### config.mk
export PLATFORM = sky130hd
export DESIGN_NAME = enhanced_clock_page_replacement_core
export DESIGN_NICKNAME = d
export VERILOG_FILES = /design/src/ecpr_pkg.sv /design/src/ecpr_victim_sel.sv /design/src/ecpr_frame_store.sv /design/src/enhanced_clock_page_replacement_core.sv
export SDC_FILE = /design/constraint.sdc
export NUM_CORES = 1
export LEC_CHECK = 0
export BUFFER_PORTS_ARGS = -buffer_cell sky130_fd_sc_hd__buf_2
export CAP_MARGIN = 10
export CORE_MARGIN = 4
export CORE_UTILIZATION = 60
export CTS_CLUSTER_DIAMETER = 120
export DETAILED_ROUTE_END_ITERATION = 16
export PLACE_DENSITY = 0.79
export SETUP_SLACK_MARGIN = 0.05
export SLEW_MARGIN = 20
export SYNTH_ARGS = -nofsm -noshare
export SYNTH_HDL_FRONTEND = slang
export SYNTH_SLANG_ARGS = --single-unit
### constraint.sdc
create_clock -name clk -period 4.8 [get_ports clk]
set_clock_uncertainty 0.05 [all_clocks]
set_input_delay 1.44 -clock clk [delete_from_list [all_inputs] [get_ports clk]]
set_output_delay 1.44 -clock clk [all_outputs]
set_load 0.01 [all_outputs]
### src/ecpr_pkg.sv
// ecpr_pkg: shared types and constants for the enhanced clock page replacement core
// beat structs for the access and result channels, outcome codes, default sizes
// no dependencies
package ecpr_pkg;

  localparam int FRAMES_DEF = 4;
  localparam int TAG_W      = 20;
  localparam int CNT_W      = 16;
  localparam int IDX_OUT_W  = 2;

  localparam logic [CNT_W-1:0] CNT_MAX = {CNT_W{1'b1}};

  typedef enum logic [1:0] {
    OUT_HIT   = 2'd0,
    OUT_FILL  = 2'd1,
    OUT_FAULT = 2'd2
  } outcome_t;

  typedef struct packed {
    logic [TAG_W-1:0] page_number;
    logic             write_access;
  } in_beat_t;

  typedef struct packed {
    outcome_t             outcome;
    logic [IDX_OUT_W-1:0] frame_index;
    logic [CNT_W-1:0]     fault_total;
  } out_beat_t;

endpackage

### src/ecpr_victim_sel.sv
// ecpr_victim_sel: enhanced clock victim choice over the accessed and modified bits
// combinational priority scan from frame 0, gives the victim and the scanned A bits
// depends on ecpr_pkg (only FRAMES_DEF, as the default for FRAMES)
module ecpr_victim_sel #(
  parameter int FRAMES = ecpr_pkg::FRAMES_DEF,
  localparam int IDX_W = (FRAMES > 1) ? $clog2(FRAMES) : 1
) (
  input  logic [FRAMES-1:0] acc,
  input  logic [FRAMES-1:0] mod,
  output logic [IDX_W-1:0]  victim,
  output logic [FRAMES-1:0] acc_after
);

  logic              found_clean;
  logic              found_dirty;
  logic              found_nomod;
  logic [IDX_W-1:0]  idx_clean;
  logic [IDX_W-1:0]  idx_dirty;
  logic [IDX_W-1:0]  idx_nomod;
  logic [FRAMES-1:0] passed;

  always_comb begin
    found_clean = 1'b0;
    found_dirty = 1'b0;
    found_nomod = 1'b0;
    idx_clean   = '0;
    idx_dirty   = '0;
    idx_nomod   = '0;
    passed      = '0;
    for (int i = 0; i < FRAMES; i++) begin
      // frames walked over before the first dirty, not-accessed one
      passed[i] = !found_dirty && !(mod[i] && !acc[i]);
      if (!found_clean && !acc[i] && !mod[i]) begin
        found_clean = 1'b1;
        idx_clean   = IDX_W'(i);
      end
      if (!found_dirty && mod[i] && !acc[i]) begin
        found_dirty = 1'b1;
        idx_dirty   = IDX_W'(i);
      end
      if (!found_nomod && !mod[i]) begin
        found_nomod = 1'b1;
        idx_nomod   = IDX_W'(i);
      end
    end

    if (found_clean) begin
      victim    = idx_clean;
      acc_after = acc;
    end else if (found_dirty) begin
      victim    = idx_dirty;
      acc_after = acc & ~passed;
    end else begin
      // full walk cleared every A bit, second pass takes lowest clean frame or frame 0
      victim    = found_nomod ? idx_nomod : '0;
      acc_after = '0;
    end
  end

endmodule

### src/ecpr_frame_store.sv
// ecpr_frame_store: frame tags with valid, accessed and modified bits
// parallel tag compare, free frame search and state update for one access per cycle while fire is high
// depends on ecpr_pkg and ecpr_victim_sel
module ecpr_frame_store #(
  parameter int FRAMES = ecpr_pkg::FRAMES_DEF,
  localparam int IDX_W = (FRAMES > 1) ? $clog2(FRAMES) : 1
) (
  input  logic                      clk,
  input  logic                      rst_n,
  input  logic                      fire,
  input  logic [ecpr_pkg::TAG_W-1:0] page,
  input  logic                      wr,
  output ecpr_pkg::outcome_t        outcome,
  output logic [IDX_W-1:0]          frame
);

  logic [ecpr_pkg::TAG_W-1:0] tags_r [FRAMES];
  logic [FRAMES-1:0] valid_r, valid_nxt;
  logic [FRAMES-1:0] acc_r, acc_nxt;
  logic [FRAMES-1:0] mod_r, mod_nxt;

  logic             hit;
  logic             has_free;
  logic [IDX_W-1:0] hit_idx;
  logic [IDX_W-1:0] free_idx;
  logic [IDX_W-1:0] victim;
  logic [FRAMES-1:0] acc_scanned;
  logic             load;

  ecpr_victim_sel #(
    .FRAMES (FRAMES)
  ) u_victim_sel (
    .acc       (acc_r),
    .mod       (mod_r),
    .victim    (victim),
    .acc_after (acc_scanned)
  );

  always_comb begin
    hit      = 1'b0;
    has_free = 1'b0;
    hit_idx  = '0;
    free_idx = '0;
    for (int i = 0; i < FRAMES; i++) begin
      if (!hit && valid_r[i] && tags_r[i] == page) begin
        hit     = 1'b1;
        hit_idx = IDX_W'(i);
      end
      if (!has_free && !valid_r[i]) begin
        has_free = 1'b1;
        free_idx = IDX_W'(i);
      end
    end
  end

  always_comb begin
    valid_nxt = valid_r;
    acc_nxt   = acc_r;
    mod_nxt   = mod_r;
    load      = 1'b0;
    if (hit) begin
      outcome          = ecpr_pkg::OUT_HIT;
      frame            = hit_idx;
      acc_nxt[hit_idx] = 1'b1;
      mod_nxt[hit_idx] = mod_r[hit_idx] | wr;
    end else if (has_free) begin
      outcome = ecpr_pkg::OUT_FILL;
      frame   = free_idx;
      load    = 1'b1;
    end else begin
      outcome = ecpr_pkg::OUT_FAULT;
      frame   = victim;
      acc_nxt = acc_scanned;
      load    = 1'b1;
    end
    if (load) begin
      valid_nxt[frame] = 1'b1;
      acc_nxt[frame]   = 1'b1;
      mod_nxt[frame]   = wr;
    end
  end

  always_ff @(posedge clk) begin
    if (!rst_n) begin
      valid_r <= '0;
      acc_r   <= '0;
      mod_r   <= '0;
    end else if (fire) begin
      valid_r <= valid_nxt;
      acc_r   <= acc_nxt;
      mod_r   <= mod_nxt;
    end
  end

  // tags are only compared while valid, so they need no reset
  always_ff @(posedge clk) begin
    if (fire && load) begin
      tags_r[frame] <= page;
    end
  end

endmodule

### src/enhanced_clock_page_replacement_core.sv
// enhanced_clock_page_replacement_core: top level of the page replacement block
// input register, frame store with victim scan, fault counter and result register
// depends on ecpr_pkg, ecpr_frame_store, ecpr_victim_sel
//
// Usage:
//   in_valid/in_stall/in_data carry one page access per beat: page number and
//   write flag. out_valid/out_stall/out_data return one result per access:
//   outcome (hit, fill of a free frame, fault with replacement), the frame
//   that now holds the page, and the saturating fault count including this
//   access.
//   Throughput is one access per cycle while out_stall is low: the tag
//   compare, free frame search and enhanced clock victim scan over all
//   frames sit in one combinational stage between the input register and
//   the result register, and the frame state is updated at the same edge
//   the result is registered, so the next access always sees it.
//   Reset (rst_n low, synchronous) empties every frame, clears the accessed
//   and modified bits and the fault count; no items are held after it.
//   When out_stall is high with a result waiting, the result register holds
//   and the input register can still take one more beat; after that
//   in_stall rises until the receiver takes the waiting result.
module enhanced_clock_page_replacement_core #(
  parameter int FRAMES = ecpr_pkg::FRAMES_DEF
) (
  input  logic                clk,
  input  logic                rst_n,
  input  logic                in_valid,
  output logic                in_stall,
  input  ecpr_pkg::in_beat_t  in_data,
  output logic                out_valid,
  input  logic                out_stall,
  output ecpr_pkg::out_beat_t out_data
);

  localparam int IDX_W = (FRAMES > 1) ? $clog2(FRAMES) : 1;

  logic                          s1_vld_r, s1_vld_nxt;
  ecpr_pkg::in_beat_t            s1_beat_r;
  logic                          out_vld_r, out_vld_nxt;
  ecpr_pkg::out_beat_t           out_beat_r;
  logic [ecpr_pkg::CNT_W-1:0]    fault_cnt_r, fault_cnt_nxt;

  logic                          adv;
  logic                          accept;
  ecpr_pkg::outcome_t            outcome;
  logic [IDX_W-1:0]              frame;

  ecpr_frame_store #(
    .FRAMES (FRAMES)
  ) u_frame_store (
    .clk     (clk),
    .rst_n   (rst_n),
    .fire    (adv),
    .page    (s1_beat_r.page_number),
    .wr      (s1_beat_r.write_access),
    .outcome (outcome),
    .frame   (frame)
  );

  assign adv      = s1_vld_r && (!out_vld_r || !out_stall);
  assign in_stall = s1_vld_r && !adv;
  assign accept   = in_valid && !in_stall;

  always_comb begin
    fault_cnt_nxt = fault_cnt_r;
    if (outcome == ecpr_pkg::OUT_FAULT && fault_cnt_r != ecpr_pkg::CNT_MAX) begin
      fault_cnt_nxt = fault_cnt_r + 1'b1;
    end
    s1_vld_nxt = accept ? 1'b1 : (adv ? 1'b0 : s1_vld_r);
    out_vld_nxt = adv ? 1'b1 : (out_vld_r && !out_stall ? 1'b0 : out_vld_r);
  end

  always_ff @(posedge clk) begin
    if (!rst_n) begin
      s1_vld_r    <= 1'b0;
      out_vld_r   <= 1'b0;
      fault_cnt_r <= '0;
    end else begin
      s1_vld_r  <= s1_vld_nxt;
      out_vld_r <= out_vld_nxt;
      if (adv) begin
        fault_cnt_r <= fault_cnt_nxt;
      end
    end
  end

  always_ff @(posedge clk) begin
    if (accept) begin
      s1_beat_r <= in_data;
    end
    if (adv) begin
      out_beat_r.outcome     <= outcome;
      out_beat_r.frame_index <= ecpr_pkg::IDX_OUT_W'(frame);
      out_beat_r.fault_total <= fault_cnt_nxt;
    end
  end

  assign out_valid = out_vld_r;
  assign out_data  = out_beat_r;

endmodule

== After elaboration in Yosys (flattened, before gate mapping) ==
Memories as Yosys holds them, arrays and structs flattened.
Index checks and enable logic that the tools add are counted.

* Reductions and logical operators: 77
* Bitwise operators: 7
* Mux-type cells: 65
* Add/subtract/negate cells: 1
* Order comparisons: 4
* Equality and inequality tests: 6

{| class="wikitable"
|+ Operator list
! kind !! count
|-
| equality test 20 bit || 4
|-
| logical AND 1 bit || 41
|-
| two-way mux 1 bit || 35
|-
| two-way mux 2 bit || 17
|-
| zero test 1 bit || 32
|-
| two-way mux 4 bit || 7
|-
| adder 16 x 1 -> 16 bit, second input constant || 1
|-
| two-way mux 16 bit || 1
|-
| != test 16 bit, second input constant || 1
|-
| OR 4 bit || 3
|-
| bitwise mux 4 bit || 2
|-
| less-than comparator 2 x 3 -> 1 bit, second input constant || 2
|-
| AND 4 bit || 1
|-
| demux 1 bit (select 2 bit) || 2
|-
| greater-or-equal comparator 2 x 1 -> 1 bit, second input constant || 2
|-
| NOT 4 bit || 1
|-
| nonzero test 2 bit || 2
|-
| binary-select mux 1 bit (select 2 bit) || 1
|-
| equality test 2 bit, second input constant || 1
|-
| AND reduction 2 bit || 1
|-
| logical OR 1 bit || 1
|-
| NOT 1 bit || 1
|-
| OR 1 bit || 1
|}

* Logic and storage cells: 172
* Input port bits: 25
* Output and inout bits: 22
* Memories kept: 1
* Memory bits (writable): 80
* Register bits: 71

{| class="wikitable"
|+ Memory list
! name !! words !! bits a word !! read ports !! clocked after Yosys merged registers in !! write ports !! RTL line !! RTL
|-
| u_frame_store.tags_r || 4 || 20 || 4 || 0 || 1 || ecpr_frame_store.sv:17 || <nowiki>logic [ecpr_pkg::TAG_W-1:0] tags_r [FRAMES];</nowiki>
|}

== Logic depth before layout (Yosys ltp) ==
Gate-level depths: netlist (run 1).

* Depth in word-level cells: 25
* Mapped depth: 9
* Gate-level depth less buffers: 7

== Hierarchy ==
Synthesis (run 1) repeated with hierarchy kept, for this count alone.

* Cells, all modules: 506
* Area total of the unflattened synthesis: 6774.0 um^2

{| class="wikitable"
|+ By module, submodules not included
! module !! sequential area each (um^2) !! cells each !! times used !! area an instance (um^2)
|-
| ecpr_frame_store || 2642.5 || 289 || 1 || 4137.7
|-
| enhanced_clock_page_replacement_core || 1591.5 || 192 || 1 || 2488.6
|-
| ecpr_victim_sel || 0.0 || 25 || 1 || 147.6
|}

== Worst setup path after synthesis (run 1) ==
OpenSTA, ideal clock, no wires.

* Kind: input-to-reg
* Start: in out_stall
* End: mem u_frame_store.tags_r[1][0] (netlist name) (enable)
* Arrival: 3.808 ns
* Library setup time: 0.455 ns
* Path slack: 0.487 ns
* Stages: 3
* Data required time: 4.295 ns
* Buffers on the path: 0
* Cell sequence: nand2_1 nand2_2 nor4_1

* Word-level cells in the longest chain between the ends: 6

{| class="wikitable"
|+ RTL lines
! item !! RTL line !! RTL
|-
| from (decl) || enhanced_clock_page_replacement_core.sv:30 || <nowiki>input logic out_stall,</nowiki>
|-
| zero test 1 bit || enhanced_clock_page_replacement_core.sv:59 || <nowiki>assign adv = s1_vld_r && (!out_vld_r || !out_stall);</nowiki>
|-
| logical OR 1 bit || enhanced_clock_page_replacement_core.sv:59 ||
|-
| logical AND 1 bit || enhanced_clock_page_replacement_core.sv:59 ||
|-
| logical AND 1 bit || ecpr_frame_store.sv:97 || <nowiki>if (fire && load) begin</nowiki>
|-
| two-way mux 1 bit || ecpr_frame_store.sv:97 ||
|-
| two-way mux 1 bit (not written as such) || ecpr_frame_store.sv:98 || <nowiki>tags_r[frame] <= page;</nowiki>
|-
| to (decl) || ecpr_frame_store.sv:17 ||
|}

Every way passes these cells.

== Worst setup path after layout (run 1) ==
* Start: reg s1_beat_r[5] (netlist name)
* End: mem u_frame_store.tags_r[1][17] (netlist name) (enable)

* Word-level cells in the longest chain between the ends: 19
* Elaborated cells between the ends (all ways): 26
* Those cells by class: 4 x eq/ne; 11 x mux; 11 x reduce/logical

{| class="wikitable"
|+ RTL lines
! item !! RTL line !! RTL
|-
| from (decl) || enhanced_clock_page_replacement_core.sv:37 || <nowiki>ecpr_pkg::in_beat_t s1_beat_r;</nowiki>
|-
| from (signal assigned) || enhanced_clock_page_replacement_core.sv:88 || <nowiki>s1_beat_r <= in_data;</nowiki>
|-
| equality test 20 bit || ecpr_frame_store.sv:45 || <nowiki>if (!hit && valid_r[i] && tags_r[i] == page) begin</nowiki>
|-
| logical AND 1 bit || ecpr_frame_store.sv:45 ||
|-
| two-way mux 1 bit || ecpr_frame_store.sv:45 ||
|-
| zero test 1 bit || ecpr_frame_store.sv:45 ||
|-
| logical AND 1 bit (2 in a row) || ecpr_frame_store.sv:45 ||
|-
| two-way mux 1 bit || ecpr_frame_store.sv:45 ||
|-
| zero test 1 bit || ecpr_frame_store.sv:45 ||
|-
| logical AND 1 bit (2 in a row) || ecpr_frame_store.sv:45 ||
|-
| two-way mux 1 bit || ecpr_frame_store.sv:45 ||
|-
| zero test 1 bit || ecpr_frame_store.sv:45 ||
|-
| logical AND 1 bit (2 in a row) || ecpr_frame_store.sv:45 ||
|-
| two-way mux 1 bit || ecpr_frame_store.sv:45 ||
|-
| two-way mux 1 bit || ecpr_frame_store.sv:61 || <nowiki>if (hit) begin</nowiki>
|-
| logical AND 1 bit || ecpr_frame_store.sv:97 ||
|-
| two-way mux 1 bit || ecpr_frame_store.sv:97 ||
|-
| two-way mux 1 bit (not written as such) || ecpr_frame_store.sv:98 ||
|}

Several ways; a longest one is shown, not always the timed one.

==> results of run 1 <==
[worst paths after layout]
path,start,endpoint,slack [ns],cells past startpoint
hold / removal,fault_cnt_r[12]$_SDFFE_PN0P_,fault_cnt_r[12]$_SDFFE_PN0P_,0.46,2
hold reg to reg,fault_cnt_r[12]$_SDFFE_PN0P_,fault_cnt_r[12]$_SDFFE_PN0P_,0.46,2
setup / recovery,s1_beat_r[5]$_DFFE_PP_,u_frame_store.tags_r[1][17]$_DFFE_PP_,1.39,7
setup reg to reg,s1_beat_r[5]$_DFFE_PP_,u_frame_store.tags_r[1][17]$_DFFE_PP_,1.39,7
[state kept, by name, indices dropped and copies added (netlist names), 4 cells and up]
| register | flops |
|---|---|
| u_frame_store.tags_r | 80 |
| s1_beat_r | 21 |
| out_data | 20 |
| fault_cnt_r | 16 |
| u_frame_store.acc_r | 4 |
| u_frame_store.mod_r | 4 |
| u_frame_store.valid_r | 4 |
[cells in the final DEF (no fill, tap or decap), types with 4 or more instances in the layout]
master and n:
nand2_1 20, o21ai_2 8, nor4_1 7, xor2_1 36, a21oi_2 8, edfxtp_1 121, nand3_1 16, dfxtp_1 30
a21oi_1 9, o31ai_1 7, nand4_1 26, or3_1 10, o21a_1 4, clkbuf_16 17, inv_6 4, or4_1 9
xnor2_1 62, inv_1 10, buf_4 4, buf_2 46, and2_1 4, nor2_1 29, nor3_1 8
[worst register-to-register path, delay by kind of cell, from the launching register on]
family | cells | cell delay, ns
flops | 1 | 0.53
xor+xnor | 1 | 0.36
simple gates | 4 | 1.44
compound gates | 1 | 0.35
buf+inv | 1 | 0.37
[cells in the mapped netlist, drive strengths merged, types with 5 or more instances]
cell    number  area [um^2]
nor4         9         62.6
o31ai        7         52.6
o21ai       12         90.1
clkbuf      14         52.6
xnor2       62          543
nand4       27          184
inv         10         37.5
xor2        36          315
nand3       16         80.1
or4         11         90.1
buf          5         50.0
edfxtp     121         3630
or3         11         70.1
nor3         9         45.0
dfxtp       30          601
nor2        30          115
a21oi       17          115
nand2       22         87.6
[cell type report]
type	count	share of cell area (%)
Sequential cell	151	55.0
Clock inverter	14	2.23
Timing Repair Buffer	50	3.38
Tap cell	140	2.28
Clock buffer	18	5.58
Multi-Input combinational cell	329	31.0
Inverter	10	0.488
[routing by layer]
layer | wire (um) | track usage [%] | share of wire (%) | vias to the layer above
met5 | 0 | 0 | 0 | -
met4 | 405 | 10.4 | 2.9 | 0
li1 | - | - | - | 2013
met1 | 5770 | 29.5 | 42 | 2078
met2 | 6690 | 35.8 | 49 | 181
met3 | 892 | 5.62 | 6.5 | 40
[power breakdown]
part / switching [mW] / internal (mW)
combinational: 0.0744 / 0.0540
sequential: 0.0403 / 1.45
clock: 0.530 / 0.821
total: 0.645 / 2.33
[logic make-up after synthesis]
group	synth area share [%]
simple gates	13.7
flops	62.9
xor+xnor	12.7
compound gates	7.78
buf+inv	2.08
mux	0.613
fa+ha+maj	0.186
[metrics by stage]
| stage | worst slack, ns | utilization [%] | hold WS [ns] | instances | total power, mW |
|---|---|---|---|---|---|
| after floorplan | 0.487 | - | 0.414 | 509 | 1.59 |
| after global placement | 1.40 | 64.9 | 0.428 | 680 | 1.64 |
| after detailed placement | 1.28 | 64.9 | 0.446 | 680 | 1.65 |
| after CTS | 1.40 | 70.3 | 0.456 | 712 | 2.99 |
| after global routing | 1.25 | 70.3 | 0.481 | 712 | 3.07 |
| final | 1.39 | 70.3 | 0.455 | 712 | 2.97 |
==> flow_metrics.py, run 1 <==
metrics = {
    "status": {
        "status": "completed",
    },
    "floorplan": {
        "coreArea_um2": 10900,
        "dieArea_um2": 13000,
        "fp.dieH_um": 114,
        "pin_count": 47,
        "start_util_pct": 61.6,
        "std_cell_rows": 38,
        "chipWidth_um": 114,
    },
    "timing": {
        "period_share_pct": 71.0,
        "final-setup-viol-count": 0,
        "slew_headroom_pct": 34.3,
        "post-route-min-period_ns": 3.41,
        "grt_setup_unrepaired": "false",
        "tns_ns": 0,
        "worst_pin_slew_ns": 0.978,
        "timing.final.max_slew_violations": 0,
        "fmax_mhz": 293,
        "final-hold-violation-count": 0,
    },
    "synthesis": {
        "synth_nets": 535,
        "synth.avg_cell_area_um2": 13.2,
        "syn-cell-area_um2": 6740,
        "async_reset_ff_share_pct": 0,
        "synth_cell_type_count": 63,
        "synth_seq_cells": 151,
        "synth_flop_cell": "edfxtp_1",
        "syn_inst": 509,
        "synth_warnings": 0,
        "synth_edf_count": 121,
        "seq_area_frac_synth_pct": 62.9,
    },
    "pwr": {
        "leakage_nw": 2.55,
        "cellPowerDensity_nw_per_um2": 386,
        "max-vdd-ir-drop_mv": 0.518,
    },
    "hold_path": {
        "hold_class": "reg2reg",
    },
    "critical_path": {
        "slowest_delay_ns": 0.91,
        "worstPathMaxFanout": 15,
        "path_delay_family": "simple AND/OR/NAND/NOR gates",
        "crit_type": "reg2reg",
        "crit_chain": "xor2_1 > or4_1 > or4_4 > a2bb2oi_2 > nand2_2 > nor4_2 > buf_4",
        "startpoint_type": "flop",
        "slowest_stage": "nor4_2",
        "worst-path-buf-inv": 1,
        "cp.required_ns": 4.87,
        "cp.arrival_ns": 3.48,
        "end_kind": "flop",
    },
    "placed_design": {
        "dp_hpwl_mm": 9.34,
        "dpl-instance-area_um2": 7090,
        "routabilityCongestion": 0.935,
        "place.port_buffers": 46,
    },
    "cells_and_area": {
        "drive_above_1_share_pct": 20.6,
        "diodes": 0,
        "nNetsFinal": 585,
        "fillers": 745,
        "areaGrowthSynthToFinish_pct": 14.2,
        "design_area_um2": 7690,
        "multi_input_area_um2": 2380,
        "regArea_um2": 4230,
    },
    "route": {
        "route.vias.total": 4312,
        "remaining_drc_errors": 0,
        "dr.pass1.iters": 6,
        "antenna_left": 0,
        "drt-wirelength-per-cell_um": 19.3,
        "drtIter0Drc": 332,
        "drt_wl_total_mm": 13.8,
        "via_per_inst": 6.06,
    },
    "cts": {
        "post-cts-setup-buffers": 0,
        "cts-root-buf": "clkbuf_16",
        "post_cts_resized": 0,
        "clock_path_buffers": 2,
        "clkLatencyLatePin_ns": 0.43,
        "clkSinkCount": 151,
        "htree_levels": 4,
        "postCtsHoldBufs": 0,
        "cts_buffers": 17,
        "clk_pin_slew_ns": 0.06,
        "cts_tree": "yes",
    },
    "global_routing": {
        "grt_antenna_before_repair": 0,
        "gr-usage-all-layers_pct": 22.6,
        "grt_pass1_vias": 4143,
        "grt_max_degree": 29,
        "grt_pass1_wl_mm": 22.1,
        "overflow": 0,
    },
    "run": {
        "drv_cap": 0,
    },
}
No activity file was read; power rests on OpenSTA's default activity.
==> run 2, diff against run 1 <==
--- a/config.mk
+++ b/config.mk
@@ -5,13 +5,14 @@
 export SDC_FILE = /design/constraint.sdc
 export NUM_CORES = 1
 export LEC_CHECK = 0
+export ABC_AREA = 1
 export BUFFER_PORTS_ARGS = -buffer_cell sky130_fd_sc_hd__buf_2
 export CAP_MARGIN = 10
 export CORE_MARGIN = 4
-export CORE_UTILIZATION = 60
+export CORE_UTILIZATION = 55
 export CTS_CLUSTER_DIAMETER = 120
 export DETAILED_ROUTE_END_ITERATION = 16
-export PLACE_DENSITY = 0.79
+export PLACE_DENSITY = 0.76
 export SETUP_SLACK_MARGIN = 0.05
 export SLEW_MARGIN = 20
 export SYNTH_ARGS = -nofsm -noshare
==> constraint.sdc (replaced) <==
create_clock -name clk -period 2.84 [get_ports clk]
set_clock_uncertainty 0.05 [all_clocks]
set_input_delay 0.852 -clock clk [delete_from_list [all_inputs] [get_ports clk]]
set_output_delay 0.852 -clock clk [all_outputs]
set_load 0.01 [all_outputs]
==> flow_metrics.py, run 2 <==
metrics = {
    "synthesis": {
        "syn_inst": 803,
        "synth_top_cell_by_area": "edfxtp_1",
        "synth_top_area_share_pct": 50.7,
        "synth_nets": 829,
        "async_reset_ff_share_pct": 0,
        "syn-cell-area_um2": 7160,
        "synth_edf_count": 121,
        "synth_warnings": 0,
        "seq_area_frac_synth_pct": 59.1,
        "synth_flop_cell": "edfxtp_1",
        "yosys-top-cells-area": "edfxtp_1, nand2_1, dfxtp_1, inv_1, nor2_1",
        "synth_seq_cells": 151,
        "synth_cell_type_count": 43,
        "synth.most_common_cell": "nand2_1",
        "synth_common_cells": "nand2_1, inv_1, edfxtp_1, nor2_1, dfxtp_1",
        "synth.avg_cell_area_um2": 8.92,
    },
    "route": {
        "via_per_inst": 5.15,
        "drtIter0Drc": 549,
        "route.vias.total": 5574,
        "remaining_drc_errors": 0,
        "drt-wirelength-per-cell_um": 14.8,
        "dr.pass1.iters": 5,
        "antenna_left": 0,
        "drt_wl_total_mm": 16.0,
    },
    "cts": {
        "clock_path_buffers": 2,
        "htree_levels": 4,
        "cts_tree": "yes",
        "clkSinkCount": 151,
        "clkLatencyLatePin_ns": 0.43,
        "cts-root-buf": "clkbuf_16",
        "clk_pin_slew_ns": 0.06,
        "cts_buffers": 17,
    },
    "critical_path": {
        "slowest_delay_ns": 0.47,
        "crit_type": "reg2reg",
        "path_delay_family": "simple AND/OR/NAND/NOR gates",
        "end_kind": "flop",
        "worst-path-buf-inv": 3,
        "cp.arrival_ns": 2.77,
        "slowest_stage": "edfxtp_1",
        "crit_chain": "buf_4 > xnor2_1 > nand3_1 > nor2_1 > nand3_2 > nand2_4 > nand3_1 > nand2_2 > nand2_4 > nor2_2 > nand2_2 > inv_2 > clkbuf_16",
        "worstPathMaxFanout": 10,
        "startpoint_type": "flop",
        "cp.required_ns": 2.94,
    },
    "pwr": {
        "leakage_nw": 3.85,
        "cellPowerDensity_nw_per_um2": 604,
        "finalPower_mw": 5.16,
        "max-vdd-ir-drop_mv": 0.564,
    },
    "cells_and_area": {
        "nNetsFinal": 924,
        "fillers": 975,
        "diodes": 0,
        "layout_common_cells": "nand2_1, inv_1, edfxtp_1",
        "areaGrowthSynthToFinish_pct": 19.2,
        "drive_above_1_share_pct": 18.9,
        "largest_reg_flops": 80,
        "final_cells": 1083,
        "top_register": "u_frame_store.tags_r",
        "final_common_cell": "nand2_1",
    },
    "timing": {
        "slew_headroom_pct": 70.4,
        "grt_setup_unrepaired": "false",
        "fmax_mhz": 375,
        "timing.final.max_slew_violations": 0,
        "tns_ns": 0,
        "period_share_pct": 93.9,
        "final-setup-viol-count": 0,
        "final-hold-violation-count": 0,
        "holdWs_ns": 0.479,
        "post-route-min-period_ns": 2.67,
        "worst_pin_slew_ns": 0.439,
    },
    "placed_design": {
        "place.port_buffers": 46,
        "routabilityCongestion": 0.956,
        "placedCellCount": 1029,
        "dp_hpwl_mm": 10.8,
    },
    "floorplan": {
        "chipWidth_um": 122,
        "pin_count": 47,
        "dieArea_um2": 14900,
        "coreArea_um2": 12700,
        "std_cell_rows": 41,
        "fp.dieH_um": 122,
        "start_util_pct": 56.5,
    },
    "global_routing": {
        "gr-usage-all-layers_pct": 22.1,
        "grt_antenna_before_repair": 0,
        "overflow": 0,
        "grt_pass1_vias": 5007,
        "grt_max_degree": 37,
        "grt_pass1_wl_mm": 24.9,
    },
    "run": {
        "drv_cap": 0,
    },
    "hold_path": {
        "hold_class": "reg2reg",
    },
    "status": {
        "status": "completed",
    },
}
run 2: changes by cell type in the layout (fill, tap and decap cells not counted), sizes merged, moves of 18 or more:
cell,previous run,this run
o21ai,12,40
buf,50,82
nand2,22,270
inv,14,148
nor2,30,80
xor2,36,7
nand4,27,9
xnor2,62,8
run 2: timing repair:
action / CTS / global route
setup endpoints to repair: 32 / 60
resized for setup: 1 / 16
hold buffers: 0 / 0
hold endpoints to repair: 0 / 0
gates cloned: 0 / 1
setup buffers: 0 / 21
pin swaps: 0 / 3
run 2: final timing paths:
| kind | slack [ns] | start | end | cells past startpoint |
|---|---|---|---|---|
| worst max-delay path | 0.17 | s1_beat_r[15]$_DFFE_PP_ | u_frame_store.tags_r[3][15]$_DFFE_PP_ | 13 |
| worst min-delay path | 0.48 | out_valid$_SDFFE_PN0P_ | out_valid$_SDFFE_PN0P_ | 2 |
| worst max register to register | 0.17 | s1_beat_r[15]$_DFFE_PP_ | u_frame_store.tags_r[3][15]$_DFFE_PP_ | 13 |
| worst min register to register | 0.48 | out_valid$_SDFFE_PN0P_ | out_valid$_SDFFE_PN0P_ | 2 |
run 2: logic make-up after synthesis:
logic type | share of synthesized area (%)
flops | 59.1
xor+xnor | 1.83
fa+ha+maj | 0.175
compound gates | 6.34
simple gates | 24.1
buf+inv | 8.42
run 2: final cells by class:
| class | count | area, um^2 | share of cell area (%) |
|---|---|---|---|
| Sequential cell | 151 | 4230 | 49.6 |
| Multi-Input combinational cell | 499 | 2360 | 27.7 |
| Timing Repair Buffer | 84 | 588 | 6.89 |
| Inverter | 145 | 544 | 6.37 |
| Clock buffer | 17 | 425 | 4.98 |
| Tap cell | 172 | 215 | 2.52 |
| Clock inverter | 15 | 170 | 1.99 |
run 2: metal layers:
metal  up-vias  routed length (um)  GRT usage (%)
met3        39                1300           5.66
met2       234                7170           32.5
met5         -                   0              0
li1       2754                   -              -
met1      2547                7050           31.4
met4         0                 499           9.66
run 2: worst min-delay path: stages (launching register included):
cell and delay (ns):
dfxtp_1 0.31, nand2_1 0.10, a21oi_1 0.07
run 2: where the power goes:
group,internal [mW],switching [mW],leakage (nW)
clock,1.31,0.928,0.286
sequential,2.48,0.0637,1.37
combinational,0.140,0.236,2.20
total,3.93,1.23,3.85
run 2: per-stage QoR:
step / worst slack [ns] / utilization (%) / area, um^2
finish: 0.172 / 67.4 / 8540
CTS: 0.109 / 65.7 / 8320
floorplan: 0.326 / - / 7160
global route: 0.00633 / 67.4 / 8540
detailed placement: 0.0599 / 61.0 / 7730
global placement: 0.113 / 61.0 / 7730
==> run 3, diff against run 2 <==
--- a/config.mk
+++ b/config.mk
@@ -8,7 +8,6 @@
 export ABC_AREA = 1
 export BUFFER_PORTS_ARGS = -buffer_cell sky130_fd_sc_hd__buf_2
 export CAP_MARGIN = 10
-export CORE_MARGIN = 4
 export CORE_UTILIZATION = 55
 export CTS_CLUSTER_DIAMETER = 120
 export DETAILED_ROUTE_END_ITERATION = 16
==> flow_metrics.py, run 3 (synthesis results as in run 2) <==
metrics = {
    "cts": {
        "htree_levels": 4,
        "clk_pin_slew_ns": 0.06,
        "cts_tree": "yes",
        "clock_path_buffers": 2,
        "postCtsHoldBufs": 0,
        "cts-root-buf": "clkbuf_16",
        "cts_buffers": 17,
        "clkLatencyLatePin_ns": 0.42,
        "clkSinkCount": 151,
    },
    "timing": {
        "setup_ws_ns": 0.161,
        "period_share_pct": 94.3,
        "worst_pin_slew_ns": 0.504,
        "fmax_mhz": 373,
        "final-setup-viol-count": 0,
        "timing.final.max_slew_violations": 0,
        "tns_ns": 0,
        "grt_setup_unrepaired": "false",
        "post-route-min-period_ns": 2.68,
        "slew_headroom_pct": 66.0,
        "final-hold-violation-count": 0,
    },
    "cells_and_area": {
        "nNetsFinal": 925,
        "fillers": 992,
        "drive_above_1_share_pct": 18.0,
        "largest_reg_flops": 80,
        "layout_common_cells": "nand2_1, inv_1, edfxtp_1",
        "areaGrowthSynthToFinish_pct": 19.8,
        "diodes": 0,
        "top_register": "u_frame_store.tags_r",
        "final_common_cell": "nand2_1",
    },
    "run": {
        "drv_cap": 0,
    },
    "floorplan": {
        "dieArea_um2": 13500,
        "fp.dieH_um": 116,
        "start_util_pct": 56.5,
        "chipWidth_um": 116,
        "pin_count": 47,
        "coreArea_um2": 12700,
        "std_cell_rows": 41,
    },
    "critical_path": {
        "startpoint_type": "flop",
        "crit_type": "reg2reg",
        "r2r_cells": 15,
        "slowest_stage": "edfxtp_1",
        "cp.arrival_ns": 2.75,
        "slowest_delay_ns": 0.45,
        "crit_chain": "buf_4 > nand2_1 > nand2_1 > nor2_1 > nand2_1 > nor2_1 > nand3_4 > nand3_1 > nand2_2 > nand2_4 > inv_2 > nor2_1 > nand2_1 > inv_1 > buf_12",
        "path_delay_family": "simple AND/OR/NAND/NOR gates",
        "worstPathMaxFanout": 20,
        "end_kind": "flop",
        "cp_common_cell": "nand2_1",
        "worst-path-buf-inv": 4,
        "r2r_setup_slack_ns": 0.16,
        "cp.required_ns": 2.91,
        "regToRegEndpoint": "u_frame_store.tags_r[0][14]$_DFFE_PP_",
        "r2r-start": "s1_beat_r[7]$_DFFE_PP_",
    },
    "global_routing": {
        "overflow": 0,
        "grt_antenna_before_repair": 0,
        "grt_max_degree": 35,
        "grt_pass1_vias": 5057,
        "grt_pass1_wl_mm": 25.0,
        "gr-usage-all-layers_pct": 25.4,
    },
    "pwr": {
        "cellPowerDensity_nw_per_um2": 615,
        "max-vdd-ir-drop_mv": 0.492,
        "leakage_nw": 3.86,
    },
    "status": {
        "status": "completed",
    },
    "route": {
        "drt-wirelength-per-cell_um": 14.9,
        "via_per_inst": 5.08,
        "drtIter0Drc": 430,
        "remaining_drc_errors": 0,
        "route.vias.total": 5497,
        "drt_wl_total_mm": 16.1,
        "dr.pass1.iters": 6,
        "antenna_left": 0,
    },
    "placed_design": {
        "dp_hpwl_mm": 10.9,
        "place.port_buffers": 46,
        "routabilityCongestion": 0.931,
        "post-place-ws_ns": 0.0503,
    },
    "hold_path": {
        "min-delay-start": "u_frame_store.valid_r[0]$_SDFFE_PN0P_",
        "hold_depth": 2,
        "hold_class": "reg2reg",
        "min_to": "u_frame_store.valid_r[0]$_SDFFE_PN0P_",
    },
}
-- run 3: report_power, final --
part           internal (mW)  switching, mW
Sequential              2.48         0.0680
Combinational          0.139          0.234
Clock                   1.53          0.833
-- run 3: layout make-up --
cell class | instances | area [um^2] | share of cell area (%)
Multi-Input combinational cell | 499 | 2360 | 27.5
Timing Repair Buffer | 85 | 601 | 7.00
Clock buffer | 22 | 474 | 5.53
Tap cell | 172 | 215 | 2.51
Clock inverter | 9 | 149 | 1.74
Sequential cell | 151 | 4230 | 49.4
Inverter | 145 | 547 | 6.37
-- run 3: how the worst max path moves through the flow --
stage | cells past startpoint | slack (ns) | startpoint | end
5_1_grt | 15 | 0.03 | s1_beat_r[1]$_DFFE_PP_ | u_frame_store.tags_r[3][8]$_DFFE_PP_
3_3_place_gp | 15 | 0.15 | s1_beat_r[16]$_DFFE_PP_ | u_frame_store.tags_r[3][9]$_DFFE_PP_
3_5_place_dp | 15 | 0.05 | s1_beat_r[4]$_DFFE_PP_ | u_frame_store.tags_r[2][5]$_DFFE_PP_
2_1_floorplan | 13 | 0.33 | s1_beat_r[16]$_DFFE_PP_ | u_frame_store.tags_r[3][0]$_DFFE_PP_
6_report | 15 | 0.16 | s1_beat_r[7]$_DFFE_PP_ | u_frame_store.tags_r[0][14]$_DFFE_PP_
4_1_cts | 15 | 0.07 | s1_beat_r[16]$_DFFE_PP_ | u_frame_store.tags_r[2][10]$_DFFE_PP_
-- run 3: worst register-to-register path, delay by kind of cell (launching register included) --
kind	cells	cell delay, ns
buffers and inverters	4	0.54
AND/OR/NAND/NOR	11	1.31
flip-flops	1	0.45
-- run 3: repair_timing --
item,in CTS,in global routing
pin swaps,0,2
resized for setup,0,13
gates cloned,0,1
setup buffers,2,22
setup endpoints to repair,12,60
-- run 3: routing by layer --
layer / part of all wire, % / vias up / GRT usage [%]
met4: 2.3 / 0 / 11.7
met1: 43 / 2506 / 35.1
met3: 8.2 / 34 / 6.64
met5: 0 / - / 0
met2: 46 / 215 / 37.7
li1: - / 2742 / -
-- run 3: through the flow --
step / hold WS (ns) / instances / cell area [um^2] / power (mW) / util [%]
2_1_floorplan: 0.399 / 803 / 7160 / 2.80 / -
6_report: 0.474 / 1083 / 8580 / 5.28 / 67.7
5_1_grt: 0.497 / 1083 / 8580 / 5.45 / 67.7
3_5_place_dp: 0.461 / 1027 / 7720 / 2.93 / 61.0
4_1_cts: 0.471 / 1060 / 8360 / 5.28 / 66.0
3_3_place_gp: 0.450 / 1027 / 7720 / 2.92 / 61.0
